--- src/clr_pkg.sv ---
// ----------------------------------------------------------------------------
// clr_pkg
// Shared types and constants of the clipped line rasteriser.
// ----------------------------------------------------------------------------
package clr_pkg;

    // display window, width 1 to 64, height 1 to 32
    localparam int SCREEN_WIDTH  = 64;
    localparam int SCREEN_HEIGHT = 32;

    localparam int COORD_W = 8;
    localparam int ERR_W   = 11;
    localparam int IN_W    = 56;
    localparam int OUT_W   = 40;

    typedef enum logic [1:0] {
        ST_IDLE,
        ST_WALK,
        ST_FLUSH
    } clr_state_t;

    // controller -> datapath
    typedef struct packed {
        logic load;      // latch a new line request
        logic step;      // advance the walk by one pixel
        logic take;      // current pixel becomes the pending pixel
        logic push_pend; // pending pixel goes out, not last
        logic flush;     // final result of the line goes out
    } clr_cmd_t;

    // datapath -> controller
    typedef struct packed {
        logic on_screen;
        logic at_end;
        logic pend_valid;
        logic slot_free;
    } clr_stat_t;

endpackage

--- src/clr_ctrl.sv ---
// ----------------------------------------------------------------------------
// clr_ctrl
// Sequencer of the line walk: load, walk, final flush.
// ----------------------------------------------------------------------------
module clr_ctrl
    import clr_pkg::*;
(
    input  logic      clk,
    input  logic      rst_n,
    input  logic      s_tvalid,
    output logic      s_tready,
    input  clr_stat_t stat,
    output clr_cmd_t  cmd
);

    clr_state_t state_reg;
    clr_state_t state_next;
    logic       stall;

    // a second on-screen pixel cannot be parked while the output slot is full
    assign stall = stat.on_screen && stat.pend_valid && !stat.slot_free;

    always_ff @(posedge clk or negedge rst_n)
    begin
        if (!rst_n)
        begin
            state_reg <= ST_IDLE;
        end
        else
        begin
            state_reg <= state_next;
        end
    end

    always_comb
    begin
        state_next = state_reg;
        case (state_reg)
            ST_IDLE:
            begin
                if (s_tvalid)
                begin
                    state_next = ST_WALK;
                end
            end
            ST_WALK:
            begin
                if (!stall && stat.at_end)
                begin
                    state_next = ST_FLUSH;
                end
            end
            ST_FLUSH:
            begin
                if (stat.slot_free)
                begin
                    state_next = ST_IDLE;
                end
            end
            default:
            begin
                state_next = ST_IDLE;
            end
        endcase
    end

    always_comb
    begin
        s_tready      = 1'b0;
        cmd           = '0;
        case (state_reg)
            ST_IDLE:
            begin
                s_tready = 1'b1;
                cmd.load = s_tvalid;
            end
            ST_WALK:
            begin
                cmd.step      = !stall && !stat.at_end;
                cmd.take      = !stall && stat.on_screen;
                cmd.push_pend = !stall && stat.on_screen && stat.pend_valid;
            end
            ST_FLUSH:
            begin
                cmd.flush = stat.slot_free;
            end
            default:
            begin
                s_tready = 1'b0;
            end
        endcase
    end

endmodule

--- src/clr_datapath.sv ---
// ----------------------------------------------------------------------------
// clr_datapath
// Bresenham stepper, window test, pending pixel and output register.
// ----------------------------------------------------------------------------
module clr_datapath
    import clr_pkg::*;
(
    input  logic              clk,
    input  logic              rst_n,
    input  logic [IN_W-1:0]   s_tdata,
    input  clr_cmd_t          cmd,
    output clr_stat_t         stat,
    output logic              m_tvalid,
    input  logic              m_tready,
    output logic [OUT_W-1:0]  m_tdata,
    output logic              m_tuser,
    output logic              m_tlast
);

    // line request fields
    logic [COORD_W-1:0] in_sx;
    logic [COORD_W-1:0] in_sy;
    logic [COORD_W-1:0] in_ex;
    logic [COORD_W-1:0] in_ey;

    // load-time setup
    logic [COORD_W:0]   ddx;
    logic [COORD_W:0]   ddy;
    logic [COORD_W-1:0] dx_load;
    logic [COORD_W-1:0] dy_load;

    // walk state
    logic [COORD_W-1:0] x_reg;
    logic [COORD_W-1:0] y_reg;
    logic [COORD_W-1:0] xe_reg;
    logic [COORD_W-1:0] ye_reg;
    logic [COORD_W-1:0] dx_reg;
    logic [COORD_W-1:0] dy_reg;
    logic               sx_neg_reg;
    logic               sy_neg_reg;
    logic [ERR_W-1:0]   err_reg;
    logic [23:0]        color_reg;

    logic [ERR_W-1:0]   err_next;
    logic [ERR_W:0]     e2;
    logic [ERR_W:0]     dx_ext;
    logic [ERR_W:0]     mdy_ext;
    logic               go_x;
    logic               go_y;

    // pending pixel: held back until it is known whether it is the last
    logic               pend_valid_reg;
    logic [10:0]        pend_xy_reg;

    // output slot
    logic               out_valid_reg;
    logic [OUT_W-1:0]   out_data_reg;
    logic               out_user_reg;
    logic               out_last_reg;
    logic               slot_free;

    assign in_sx = s_tdata[7:0];
    assign in_sy = s_tdata[15:8];
    assign in_ex = s_tdata[23:16];
    assign in_ey = s_tdata[31:24];

    assign ddx     = {in_ex[7], in_ex} - {in_sx[7], in_sx};
    assign ddy     = {in_ey[7], in_ey} - {in_sy[7], in_sy};
    assign dx_load = ddx[COORD_W] ? COORD_W'(-ddx) : ddx[COORD_W-1:0];
    assign dy_load = ddy[COORD_W] ? COORD_W'(-ddy) : ddy[COORD_W-1:0];

    // error term decisions, both taken on the value before the update
    assign e2      = {err_reg[ERR_W-1], err_reg} <<< 1;
    assign dx_ext  = {{(ERR_W+1-COORD_W){1'b0}}, dx_reg};
    assign mdy_ext = -{{(ERR_W+1-COORD_W){1'b0}}, dy_reg};
    assign go_x    = $signed(e2) > $signed(mdy_ext);
    assign go_y    = $signed(e2) < $signed(dx_ext);

    always_comb
    begin
        err_next = err_reg;
        if (go_x)
        begin
            err_next = err_next - {{(ERR_W-COORD_W){1'b0}}, dy_reg};
        end
        if (go_y)
        begin
            err_next = err_next + {{(ERR_W-COORD_W){1'b0}}, dx_reg};
        end
    end

    assign stat.on_screen  = !x_reg[7] && (x_reg[6:0] < 7'(SCREEN_WIDTH))
                          && !y_reg[7] && (y_reg[6:0] < 7'(SCREEN_HEIGHT));
    assign stat.at_end     = (x_reg == xe_reg) && (y_reg == ye_reg);
    assign stat.pend_valid = pend_valid_reg;
    assign slot_free       = !out_valid_reg || m_tready;
    assign stat.slot_free  = slot_free;

    always_ff @(posedge clk)
    begin
        if (cmd.load)
        begin
            x_reg      <= in_sx;
            y_reg      <= in_sy;
            xe_reg     <= in_ex;
            ye_reg     <= in_ey;
            dx_reg     <= dx_load;
            dy_reg     <= dy_load;
            sx_neg_reg <= !($signed(in_sx) < $signed(in_ex));
            sy_neg_reg <= !($signed(in_sy) < $signed(in_ey));
            err_reg    <= {{(ERR_W-COORD_W){1'b0}}, dx_load}
                        - {{(ERR_W-COORD_W){1'b0}}, dy_load};
            color_reg  <= s_tdata[55:32];
        end
        else if (cmd.step)
        begin
            if (go_x)
            begin
                x_reg <= x_reg + (sx_neg_reg ? {COORD_W{1'b1}} : COORD_W'(1));
            end
            if (go_y)
            begin
                y_reg <= y_reg + (sy_neg_reg ? {COORD_W{1'b1}} : COORD_W'(1));
            end
            err_reg <= err_next;
        end
        if (cmd.take)
        begin
            pend_xy_reg <= {y_reg[4:0], x_reg[5:0]};
        end
    end

    always_ff @(posedge clk or negedge rst_n)
    begin
        if (!rst_n)
        begin
            pend_valid_reg <= 1'b0;
        end
        else if (cmd.load)
        begin
            pend_valid_reg <= 1'b0;
        end
        else if (cmd.take)
        begin
            pend_valid_reg <= 1'b1;
        end
    end

    // output register: loaded only when the slot is free
    always_ff @(posedge clk or negedge rst_n)
    begin
        if (!rst_n)
        begin
            out_valid_reg <= 1'b0;
        end
        else if (cmd.push_pend || cmd.flush)
        begin
            out_valid_reg <= 1'b1;
        end
        else if (m_tready)
        begin
            out_valid_reg <= 1'b0;
        end
    end

    always_ff @(posedge clk)
    begin
        if (cmd.push_pend)
        begin
            out_data_reg <= {5'b0, color_reg, pend_xy_reg};
            out_user_reg <= 1'b1;
            out_last_reg <= 1'b0;
        end
        else if (cmd.flush)
        begin
            out_data_reg <= pend_valid_reg ? {5'b0, color_reg, pend_xy_reg} : '0;
            out_user_reg <= pend_valid_reg;
            out_last_reg <= 1'b1;
        end
    end

    assign m_tvalid = out_valid_reg;
    assign m_tdata  = out_data_reg;
    assign m_tuser  = out_user_reg;
    assign m_tlast  = out_last_reg;

endmodule

--- src/clipped_line_rasterizer.sv ---
// ----------------------------------------------------------------------------
// clipped_line_rasterizer
// Bresenham line walker clipped to the display window.
// ----------------------------------------------------------------------------
// Usage:
//   Slave stream takes one line request per beat: two signed endpoints and
//   a colour. Master stream gives one beat per on-screen pixel of the line,
//   in walk order from the first endpoint to the second; tlast marks the
//   final beat of a line. A line with no pixel on screen gives a single beat
//   with tuser (visible) low, tlast high and tdata zero.
// Timing:
//   One request is in work at a time. s_tready is high only between lines.
//   The Bresenham stepper visits one pixel per cycle while not stalled,
//   after the load in idle and before the flush. The first beat appears once
//   a second visible pixel is found (or at the flush), since each pixel is
//   held back until the next visible pixel to learn whether it is the last.
// Stall:
//   One output register; while it is full and not taken the stepper halts
//   on the next visible pixel and resumes without loss.
// Reset:
//   rst_n clears the controller and the valid flags; any line in work is lost.
// ----------------------------------------------------------------------------
module clipped_line_rasterizer
    import clr_pkg::*;
(
    input  logic              clk,
    input  logic              rst_n,
    // start_x, start_y, end_x, end_y, color_red, color_green, color_blue
    input  logic [IN_W-1:0]   s_tdata,
    input  logic              s_tvalid,
    output logic              s_tready,
    // pixel_x, pixel_y, pixel_red, pixel_green, pixel_blue, zero fill
    output logic [OUT_W-1:0]  m_tdata,
    // visible
    output logic              m_tuser,
    // last_pixel
    output logic              m_tlast,
    output logic              m_tvalid,
    input  logic              m_tready
);

    clr_cmd_t  cmd;
    clr_stat_t stat;

    clr_ctrl u_ctrl (
        .clk      (clk),
        .rst_n    (rst_n),
        .s_tvalid (s_tvalid),
        .s_tready (s_tready),
        .stat     (stat),
        .cmd      (cmd)
    );

    clr_datapath u_dp (
        .clk      (clk),
        .rst_n    (rst_n),
        .s_tdata  (s_tdata),
        .cmd      (cmd),
        .stat     (stat),
        .m_tvalid (m_tvalid),
        .m_tready (m_tready),
        .m_tdata  (m_tdata),
        .m_tuser  (m_tuser),
        .m_tlast  (m_tlast)
    );

endmodule

--- config.mk ---
export PLATFORM = sky130hd
export DESIGN_NAME = clipped_line_rasterizer
export DESIGN_NICKNAME = d
export VERILOG_FILES = /design/src/clr_pkg.sv /design/src/clr_ctrl.sv /design/src/clr_datapath.sv /design/src/clipped_line_rasterizer.sv
export SDC_FILE = /design/constraint.sdc
export NUM_CORES = 1
export LEC_CHECK = 0
export BUFFER_PORTS_ARGS = -buffer_cell sky130_fd_sc_hd__buf_2
export CAP_MARGIN = 10
export CELL_PAD_IN_SITES_DETAIL_PLACEMENT = 1
export CELL_PAD_IN_SITES_GLOBAL_PLACEMENT = 2
export CORE_AREA = 4 4 125 174
export DETAILED_ROUTE_END_ITERATION = 8
export DIE_AREA = 0 0 129 178
export PLACE_DENSITY_LB_ADDON = 0.1
export RECOVER_POWER = 100
export SYNTH_ARGS = -nofsm -noshare
export SYNTH_HDL_FRONTEND = slang
export SYNTH_SLANG_ARGS = --single-unit
--- constraint.sdc ---
create_clock -name clk -period 7.1 [get_ports clk]
set_clock_uncertainty 0.1 [all_clocks]
set_input_delay 1.065 -clock clk [delete_from_list [all_inputs] [get_ports clk]]
set_output_delay 1.065 -clock clk [all_outputs]
set_load 0.02 [all_outputs]
==> results of run 1 <==
[area by class of cell]
cell class / count / share of cell area
Timing Repair Buffer: 103 / 0.0456
Tap cell: 252 / 0.0328
Clock inverter: 15 / 0.0186
Clock buffer: 17 / 0.0443
Sequential cell: 137 / 0.424
Inverter: 69 / 0.0269
Multi-Input combinational cell: 534 / 0.408
[worst register-to-register path: stages, from the launching register on]
cell	delay, ns
edfxtp_1	0.44
inv_1	0.14
nand4_1	0.17
or4_1	0.50
xnor2_1	0.16
ha_1	0.33
nand4_1	0.12
nor2_1	0.10
a21oi_1	0.10
a21oi_1	0.86
a21oi_1	0.22
ha_1	0.28
fa_1	0.42
a21o_1	0.21
a21oi_1	0.17
nor2b_1	0.09
o21ai_0	0.23
a21oi_1	0.18
nor3b_1	0.18
o21bai_1	0.15
a22oi_1	0.09
[logic make-up after synthesis]
group | Yosys count | synth area share
other | 1 | 0.000450
adder cells (fa/ha/maj) | 82 | 0.129
buffers and inverters | 86 | 0.0418
XOR/XNOR | 76 | 0.0798
AO/OA/AOI/OAI | 149 | 0.110
AND/OR/NAND/NOR | 205 | 0.128
multiplexers | 17 | 0.0220
flip-flops | 137 | 0.488
[worst min-delay path by stage]
stage	from	endpoint	slack (ns)
final	rst_n	u_dp.m_tvalid	0.35
after global routing	rst_n	u_dp.m_tvalid	0.35
after CTS	rst_n	u_dp.m_tvalid	0.30
after detailed placement	u_dp.m_tlast	u_dp.m_tlast	0.36
after global placement	u_dp.m_tuser	u_dp.m_tuser	0.33
after floorplan	u_dp.y_reg[4]	u_dp.pend_xy_reg[10]	0.38
[stage by stage]
step / cell area [um2] / hold slack [ns] / util
floorplan: 8360 / 0.375 / -
global placement: 9120 / 0.333 / 0.456
detailed placement: 9120 / 0.365 / 0.456
CTS: 9720 / 0.303 / 0.486
global route: 9610 / 0.352 / 0.481
finish: 9610 / 0.349 / 0.481
[cells in the mapped netlist (3+ instances only)]
cell	instances	area share
nor3b_1	3	0.0027
nor4_1	9	0.0067
nand2_1	36	0.016
a21oi_2	3	0.0032
nand4_1	8	0.0060
and2_1	36	0.027
nand2b_1	6	0.0045
o31a_1	3	0.0032
o21bai_1	8	0.0072
mux2i_1	9	0.011
a211oi_1	3	0.0027
nor2b_1	17	0.013
edfxtp_1	131	0.47
a21oi_1	57	0.034
fa_1	7	0.017
or4_1	5	0.0045
xor2_1	37	0.039
a21o_1	14	0.013
o21ai_0	29	0.017
inv_1	69	0.031
o31ai_1	3	0.0027
or2_2	4	0.0030
nor3_1	10	0.0060
nand3b_1	3	0.0027
clkbuf_1	11	0.0049
mux2_2	7	0.0095
o21ai_1	4	0.0024
o21a_1	7	0.0063
xnor2_1	39	0.041
ha_1	75	0.11
buf_4	5	0.0045
nand3_1	8	0.0048
dfrtp_1	4	0.012
o211ai_1	3	0.0027
nor2_1	52	0.023
[metal layers]
layer | global-route usage | vias up | wire length [um]
met5 | 0 | - | 0
met4 | 0.0521 | 0 | 339
met3 | 0.0333 | 25 | 699
met2 | 0.357 | 108 | 11800
met1 | 0.222 | 2854 | 8590
li1 | - | 2906 | -
[power by group through the flow]
stage          sequential (mW)  clock (mW)  combinational [mW]
2_1_floorplan             1.23           0                1.28
3_3_place_gp              1.29           0                1.57
3_5_place_dp              1.30           0                1.64
4_1_cts                   1.28       0.919                1.67
5_1_grt                   1.30       0.958                1.84
6_report                  1.28       0.895                1.63
==> metrics.md, run 1 <==
| Metric | Value |
|---|---|
| Initial Utilization | `0.417` |
| Max rail drop VDD | `~0.00021 V` |
| EDFF count, synth | `131` |
| Synth warn | `0` |
| Register share of total power | `0.336` |
| Reg2reg setup slack | `about 1.5 ns` |
| Worst skew pair latency | `0.43 ns` |
| Worst Path Max Fanout | `11` |
| Placeable Area | `~20000 um2` |
| Die Area | `between 20000 and 25000 um2` |
| Diode count | `0` |
| HPWL Detailed | `about 17000 um` |
| GR Util All Layers | `0.191` |
| DR DRC count | `0` |
| Placed Cells | `1095` |
| CTS root buf | `clkbuf_16` |
| Antenna Violating Nets Remaining | `0` |
| Fin crit period | `5.56 ns` |
| Logic pwr share | `0.428` |
| Layout Nets | `1004` |
| Rel. slew slack | `-0.380` |
| WP buf/inv | `1` |
| FF-to-FF Start | `u_dp.dy_reg[2]` |
| Cell count along the critical path | `20` |
| FF+latch count, synth | `137` |
| Max reg flops | `35` |
| Highest achievable clock rate | `0.180 GHz` |
| Total Power | `3.80 mW` |
| Post-synthesis sequential area ratio | `0.488` |
| Vias per cell | `approximately 5.2` |
| Status | `complete, but fails checks` |
| Switching Power | `1.48 mW` |
| DRT Pass-1 Iters | `5` |
| Hold Buf Count CTS | `0` |
| Post-Layout Cell Count | `around 1100` |
| # rows | `61` |
| Clock power share | `0.236` |
| Post-Syn Area | `8340 um2` |
| Multi-input logic area | `just under 4000 um2` |
| Post-DR wirelength/cell | `around 19 um` |
| Crit end category | `register` |
| Critical Path Sink | `u_dp.err_reg[10]` |
| Tcrit/Tclk final | `0.783` |
| Failing checks | `capacitance limit, slew limit` |
| Most frequent cells in the layout | `edfxtp_1, ha_1, inv_1, clkbuf_1, a21oi_1` |
| Commonest non-fill, non-tap cell in the layout | `edfxtp_1` |
| Sw frac | `0.389` |
| Post-synth ARST share | `0.0292` |
| Unique masters post-synth | `55` |
| Setup Viol. Count Final | `0` |
| CTS resizes | `0` |
| Pre-CTS setup slack | `1.81 ns` |
| IO Count | `~100` |
| Ys flop type | `edfxtp_1` |
| Critical path class | `register to register` |
| Clock sink count | `between 100 and 150` |
| Final Hold Viols | `0` |
| Largest net degree at the start of global routing | `55` |
| Initial antenna violation count | `0` |
| Setup ws final | `approximately 1.5 ns` |
| CP arrival | `5.56 ns` |
| Global-route wire length before repair | `33900 um` |
| Synthesized instance count | `~750` |
| Worst endpoint required time | `7.10 ns` |
| Lkg Pwr | `3.89 nW` |
| Die W | `around 130 um` |
| Clock Path Buffers | `2` |
| Fill count | `2243` |
| Max incr delay on CP | `between 0.8 and 0.9 ns` |
| Pwr/cell area | `395 nW/um2` |
| CTS tree | `built` |
| Reg clk slew, reported paths | `0.07 ns` |
| Number of global-route vias before repair | `6379` |
| Iteration-0 DRC Markers | `approximately 250` |
| Internal power | `~2.3 mW` |
| Buffers on Ports | `98` |
| CP top delay family | `compound AO/OA/AOI/OAI gates` |
| Syn Area/Cell | `between 10 and 15 um2` |
| Post-Route WL | `between 20000 and 25000 um` |
| Startpoint Class | `register` |
| Worst reg2reg path depth | `20` |
| RSZ-0062 raised after global routing | `false` |
| Area growth syn-to-layout | `15.2%` |
| Die Y | `178 um` |
| Vias | `5893` |
| Gpl congestion | `0.826` |
| Final TNS setup | `0 ns` |
| Worst-Margin Slew | `roughly 2.1 ns` |
| Max-cap viol count | `1` |
| Gr ovfl total | `0` |
| Share of layout cells above drive strength 1 | `0.101` |
| Launch point of the worst path | `u_dp.dy_reg[2]` |
| Post-CTS Setup Bufs | `0` |
| Slew Limit Fails | `43` |
| CP max stage cell | `a21oi_1` |
| Num CTS Buffers | `17` |
| FF-to-FF End | `u_dp.err_reg[10]` |
| Most frequent CP cell | `a21oi_1` |
| Worst Hold Class | `primary input to async pin` |
| CTS H-Tree Depth | `4` |
| Cell Chain, Critical Path | `inv_1 -> nand4_1 -> or4_1 -> xnor2_1 -> ha_1 -> nand4_1 -> nor2_1 -> a21oi_1 -> a21oi_1 -> a21oi_1 -> ha_1 -> fa_1 -> a21o_1 -> a21oi_1 -> nor2b_1 -> o21ai_0 -> a21oi_1 -> nor3b_1 -> o21bai_1 -> a22oi_1` |
| Seq. cell area | `~4000 um2` |
Note: power is estimated with default switching activity, not from simulation.
==> run 2, diff against run 1 <==
- CORE_AREA: 4 4 125 174 -> 4 4 129 181
- DIE_AREA: 0 0 129 178 -> 0 0 133 185
- clock period: 7.1 -> 5.3 ns (I/O delays scaled with it)
==> metrics.md, run 2 (synthesized netlist as in run 1, its figures left out) <==
| Metric | Value |
|---|---|
| Num CTS Buffers | `17 (unchanged)` |
| Placeable Area | `21700 um2 (+8.5%)` |
| Total Power | `5.13 mW (+35%)` |
| Pwr/cell area | `529 nW/um2 (+34%)` |
| Initial Utilization | `0.384 (-0.0328)` |
| GR Util All Layers | `0.178 (-0.0129)` |
| Gr ovfl total | `0 (unchanged)` |
| Final instance area | `9690 um2 (+0.82%)` |
| Worst Path Max Fanout | `11 (unchanged)` |
| Gpl congestion | `0.827 (+0.15%)` |
| Number of global-route vias before repair | `6312 (-1.1%)` |
| Initial antenna violation count | `0 (unchanged)` |
| IO Count | `104 (unchanged)` |
| Post-DR wirelength/cell | `18.6 um (-2.0%)` |
| CTS H-Tree Depth | `4 (unchanged)` |
| Fin crit period | `4.98 ns (-0.574 ns)` |
| Antenna Violating Nets Remaining | `0 (unchanged)` |
| Worst skew pair latency | `0.42 ns (about the same)` |
| Setup Viol. Count Final | `0 (unchanged)` |
| Failing checks | `capacitance limit, slew limit` |
| Iteration-0 DRC Markers | `219 (-13%)` |
| Startpoint Class | `register` |
| M1 wire length | `8700 um (+1.3%)` |
| CP arrival | `5.00 ns (-0.56 ns)` |
| Share of layout cells above drive strength 1 | `0.108 (+0.00775)` |
| CTS root buf | `clkbuf_16` |
| Die W | `133 um (+3.1%)` |
| Global-route wire length before repair | `34000 um (+0.22%)` |
| Vias per cell | `5.03 (-3.7%)` |
| HPWL Detailed | `17300 um (+3.0%)` |
| Post-Route WL | `21800 um (+2.1%)` |
| CTS tree | `built` |
| Final Hold Viols | `0 (unchanged)` |
| Commonest non-fill, non-tap cell in the layout | `edfxtp_1` |
| Max rail drop VDD | `0.000253 V (+20%)` |
| Tcrit/Tclk final | `0.940 (+0.157)` |
| Routed length on met3 | `619 um (-11%)` |
| Max reg flops | `35 (unchanged)` |
| Vias | `5911 (+0.31%)` |
| Clock Path Buffers | `2 (unchanged)` |
| Dpl cell area | `9170 um2 (+0.62%)` |
| DRT Pass-1 Iters | `4 (-1)` |
| Launch point of the worst path | `u_dp.dy_reg[2]` |
| Rel. slew slack | `-0.348 (+0.0329)` |
| Highest achievable clock rate | `0.201 GHz (+12%)` |
| Highest routed layer | `met4` |
| Worst-Margin Slew | `2.02 ns (-0.0494 ns)` |
| Critical path class | `register to register` |
| Reg clk slew, reported paths | `0.06 ns (about the same)` |
| Diode count | `0 (unchanged)` |
| Crit end category | `register` |
| # rows | `64 (+4.9%)` |
| Worst Hold Class | `primary input to async pin` |
| FF-to-FF Start | `u_dp.dy_reg[2]` |
| Buffers on Ports | `98 (unchanged)` |
| Area growth syn-to-layout | `16.2%` |
| Slew Limit Fails | `86 (+100%)` |
| Worst endpoint required time | `5.32 ns (-1.78 ns)` |
| Die Area | `24600 um2 (+7.2%)` |
| Die Y | `185 um (+3.9%)` |
| Max-cap viol count | `3 (+2)` |
| Clock sink count | `137 (unchanged)` |
| Most frequent cells in the layout | `edfxtp_1, ha_1, inv_1, clkbuf_1, a21oi_1` |
| Met2 WL | `12100 um (+2.7%)` |
| Lkg Pwr | `3.89 nW (about the same)` |
| DR DRC count | `0 (unchanged)` |
| Layout Nets | `1006 (+0.20%)` |
| Status | `complete, but fails checks` |
| Largest net degree at the start of global routing | `42 (-24%)` |
run 2: changes by cell type in the layout (fill, tap and decap cells not counted), sizes merged:
cell    change
bufinv      +2
clkinv      -1
inv         -3
buf         +4
run 2: power by group:
| group | switching, mW | internal (mW) | leakage, nW |
|---|---|---|---|
| Combinational | 1.22 | 0.986 | 2.33 |
| Clock | 0.482 | 0.698 | 0.276 |
| Sequential | 0.241 | 1.50 | 1.28 |
| Total | 1.94 | 3.19 | 3.89 |
run 2: path summary, 6_finish.rpt:
| kind | slack [ns] | end | depth (start not counted) |
|---|---|---|---|
| min reg2reg | 0.35 | u_dp.m_tuser | 2 |
| max | 0.32 | u_dp.err_reg[10] | 21 |
| max reg2reg | 0.32 | u_dp.err_reg[10] | 21 |
| min in group clk | 0.35 | u_dp.m_tuser | 2 |
| min | 0.10 | u_ctrl.state_reg[0] | 1 |
| max in group asynchronous | 4.81 | u_dp.pend_valid_reg | 1 |
run 2: area by class of cell:
| cell class | instances | area (um2) |
|---|---|---|
| well taps | 297 | 372 |
| inverters | 69 | 259 |
| repair buffers | 105 | 457 |
| fillers | 2408 | 12000 |
| clock inverters | 13 | 143 |
| clock buffers | 19 | 433 |
| flip-flops and latches | 137 | 4070 |
| multi-input cells | 534 | 3950 |
run 2: through the flow:
stage / worst slack [ns] / instances / utilization / hold slack (ns) / TNS, ns
2_1_floorplan: 0.629 / 757 / - / 0.375 / 0
3_3_place_gp: 0.264 / 1140 / 0.423 / 0.334 / 0
3_5_place_dp: 0.0805 / 1140 / 0.423 / 0.341 / 0
4_1_cts: 0.0758 / 1172 / 0.449 / 0.0524 / 0
5_1_grt: -0.00818 / 1174 / 0.447 / 0.0982 / -0.00818
6_report: 0.317 / 1174 / 0.447 / 0.101 / 0
run 2: what timing repair did:
action	in CTS	in global routing
hold buffers	0	0
setup buffers	0	2
hold endpoints to repair	0	0
endpoints found under the setup margin	0	6
resized for setup	0	7
run 2: layer usage:
layer | track usage | vias up
met3 | 0.0356 | 26
met4 | 0.0595 | 0
met5 | 0 | -
met1 | 0.194 | 2879
met2 | 0.344 | 103
li1 | - | 2903
run 2: worst max-delay path: stages, from the launching register on:
cell and delay [ns]:
edfxtp_1 0.42, inv_1 0.14, nand4_1 0.15, or4_4 0.47, xnor2_1 0.15, ha_1 0.32
nand4_1 0.12, or4_1 0.56, nand2_1 0.13, a21oi_4 0.09, nor2_1 0.11, a21oi_1 0.06
ha_1 0.24, fa_1 0.43, a21o_1 0.20, a21oi_1 0.17, nor2b_1 0.08, o21ai_1 0.20
a21oi_2 0.11, nor3b_1 0.16, o21bai_1 0.17, a22oi_1 0.10
==> run 3, diff against run 2 <==
- CELL_PAD_IN_SITES_GLOBAL_PLACEMENT: 2 -> 1
- CORE_AREA: 4 4 129 181 -> 4 4 118 165
- DIE_AREA: 0 0 133 185 -> 0 0 122 169
==> metrics.md, run 3 (synthesized netlist as in run 1, its figures left out) <==
| Metric | Value |
|---|---|
| Status | `complete, but fails checks` |
| Failing checks | `capacitance limit, slew limit` |
| Final instance area | `9620 um2 (-0.74%)` |
| Final TNS setup | `0 ns (unchanged)` |
| Die Y | `169 um (-8.6%)` |
| Clock Path Buffers | `2 (unchanged)` |
| Post-DR wirelength/cell | `19.0 um (+2.4%)` |
| Placed Cells | `1084 (-4.9%)` |
| Worst reg2reg path depth | `21 (unchanged)` |
| Worst skew pair latency | `0.43 ns (about the same)` |
| DR DRC count | `0 (unchanged)` |
| CTS tree | `built` |
| # rows | `58 (-9.4%)` |
| Gr ovfl total | `0 (unchanged)` |
| Slew Limit Fails | `74 (-14%)` |
| Area growth syn-to-layout | `15.3%` |
| Clock power share | `0.234 (+0.004)` |
| Worst Path Max Fanout | `4 (-7)` |
| Critical path class | `register to register` |
| Die Area | `20600 um2 (-16%)` |
| Lkg Pwr | `3.91 nW (+0.40%)` |
| Buffers on Ports | `98 (unchanged)` |
| Worst endpoint required time | `5.47 ns (+0.15 ns)` |
| GR Util All Layers | `0.213 (+0.0342)` |
| Reg2reg setup slack | `0.33 ns (+0.02 ns)` |
| IO Count | `104 (unchanged)` |
| Iteration-0 DRC Markers | `313 (+43%)` |
| FF-to-FF End | `u_dp.err_reg[10]` |
| Fin crit period | `4.97 ns (-0.0159 ns)` |
| Max-cap viol count | `2 (-1)` |
| Rel. slew slack | `-0.367 (-0.0195)` |
| Num CTS Buffers | `17 (unchanged)` |
| Total Power | `5.14 mW (+0.35%)` |
| Layout Nets | `1005 (-0.099%)` |
| Dpl cell area | `9110 um2 (-0.70%)` |
| Hold Buf Count CTS | `0 (unchanged)` |
| Worst-Margin Slew | `2.05 ns (+0.0292 ns)` |
| Initial antenna violation count | `0 (unchanged)` |
| Fill count | `1975 (-18%)` |
| Gpl congestion | `0.841 (+1.7%)` |
| HPWL Detailed | `16800 um (-2.9%)` |
| Worst Hold Class | `primary input to async pin` |
| Startpoint Class | `register` |
| Tcrit/Tclk final | `0.937 (-0.00299)` |
| DRT Pass-1 Iters | `4 (unchanged)` |
| Vias | `5994 (+1.4%)` |
| Vias per cell | `5.37 (+6.7%)` |
| Post-Route WL | `21200 um (-2.7%)` |
| Most frequent cells in the layout | `edfxtp_1, ha_1, inv_1, clkbuf_1, a21oi_1` |
| CTS H-Tree Depth | `4 (unchanged)` |
| RSZ-0062 raised after global routing | `false` |
| Number of global-route vias before repair | `6526 (+3.4%)` |
| Internal power | `3.16 mW (-0.75%)` |
| Switching Power | `1.98 mW (+2.2%)` |
| Die W | `122 um (-8.3%)` |
| Highest achievable clock rate | `0.201 GHz (+0.32%)` |
| Setup Viol. Count Final | `0 (unchanged)` |
| Max rail drop VDD | `0.000272 V (+7.7%)` |
| Sw frac | `0.385 (+0.00685)` |
| Diode count | `0 (unchanged)` |
| Clock sink count | `137 (unchanged)` |
| FF-to-FF Start | `u_dp.dy_reg[2]` |
| Global-route wire length before repair | `33700 um (-0.99%)` |
| Largest net degree at the start of global routing | `46 (+9.5%)` |
| Launch point of the worst path | `u_dp.dy_reg[2]` |
| Reg clk slew, reported paths | `0.07 ns (about the same)` |
| Max reg flops | `35 (unchanged)` |
| Post-Layout Cell Count | `1116 (-4.9%)` |
| Post-CTS Setup Bufs | `0 (unchanged)` |
| Register share of total power | `0.333 (-0.007)` |
| Antenna Violating Nets Remaining | `0 (unchanged)` |
| Pwr/cell area | `535 nW/um2 (+1.1%)` |
| Share of layout cells above drive strength 1 | `0.112 (+0.00355)` |
| Initial Utilization | `0.465 (+0.0810)` |
| Logic pwr share | `0.433 (+0.003)` |
| Final Hold Viols | `0 (unchanged)` |
| CTS root buf | `clkbuf_16` |
| Crit end category | `register` |
| CP arrival | `5.13 ns (+0.13 ns)` |
| Commonest non-fill, non-tap cell in the layout | `edfxtp_1` |
| Placeable Area | `17900 um2 (-17%)` |
[run 3: power by group through the flow]
stage	Combinational, mW	Clock, mW	Sequential (mW)
after floorplan	1.71	0	1.65
after global placement	2.09	0	1.73
after detailed placement	2.23	0	1.74
after CTS	2.26	1.23	1.71
after global routing	2.52	1.29	1.74
final	2.23	1.21	1.71
[run 3: worst max-delay path, stage by stage (launching register included)]
cell and delay, ns:
edfxtp_1 0.43, inv_1 0.14, nand4_1 0.20, or4_4 0.49, xnor2_1 0.15, ha_1 0.32, nand4_1 0.12, or4_1 0.55
nand2_1 0.10, a21oi_2 0.06, nor2_1 0.10, a21oi_1 0.07, ha_1 0.23, fa_1 0.43, a21o_1 0.21, a21oi_1 0.18
nor2b_1 0.08, o21ai_1 0.18, a21oi_1 0.17, nand3b_1 0.20, o311a_1 0.15, a22oi_1 0.17
[run 3: per-stage QoR]
stage | utilization | setup slack [ns] | hold slack [ns]
floorplan | - | 0.629 | 0.375
global route | 0.537 | 0.0262 | 0.112
detailed placement | 0.508 | 0.216 | 0.355
finish | 0.537 | 0.333 | 0.118
global placement | 0.508 | 0.374 | 0.331
CTS | 0.542 | 0.197 | 0.0543
[run 3: timing repair]
item / in CTS / in global routing
setup endpoints to repair: 0 / 4
endpoints found under the hold margin: 0 / 0
resized for setup: 0 / 4
[run 3: worst max path at each step]
stage | to | slack, ns | depth (start not counted)
floorplan | u_dp.err_reg[10] | 0.63 | 22
detailed placement | u_dp.err_reg[10] | 0.22 | 21
global placement | u_dp.err_reg[7] | 0.37 | 19
global route | u_dp.err_reg[7] | 0.03 | 19
CTS | u_dp.err_reg[10] | 0.20 | 21
finish | u_dp.err_reg[10] | 0.33 | 21
[run 3: cell type report]
cell class | count | area, um2 | share of cell area
well taps | 240 | 300 | 0.0312
repair buffers | 104 | 452 | 0.0470
inverters | 69 | 259 | 0.0269
clock buffers | 17 | 425 | 0.0442
clock inverters | 15 | 173 | 0.0180
flip-flops and latches | 137 | 4070 | 0.424
multi-input cells | 534 | 3940 | 0.409
[run 3: routing by layer]
metal,vias up,global-route usage,part of all wire
li1,2891,-,-
met1,2936,0.240,0.39
met2,123,0.390,0.54
met3,44,0.0301,0.034
met4,0,0.0985,0.034
met5,-,0,0
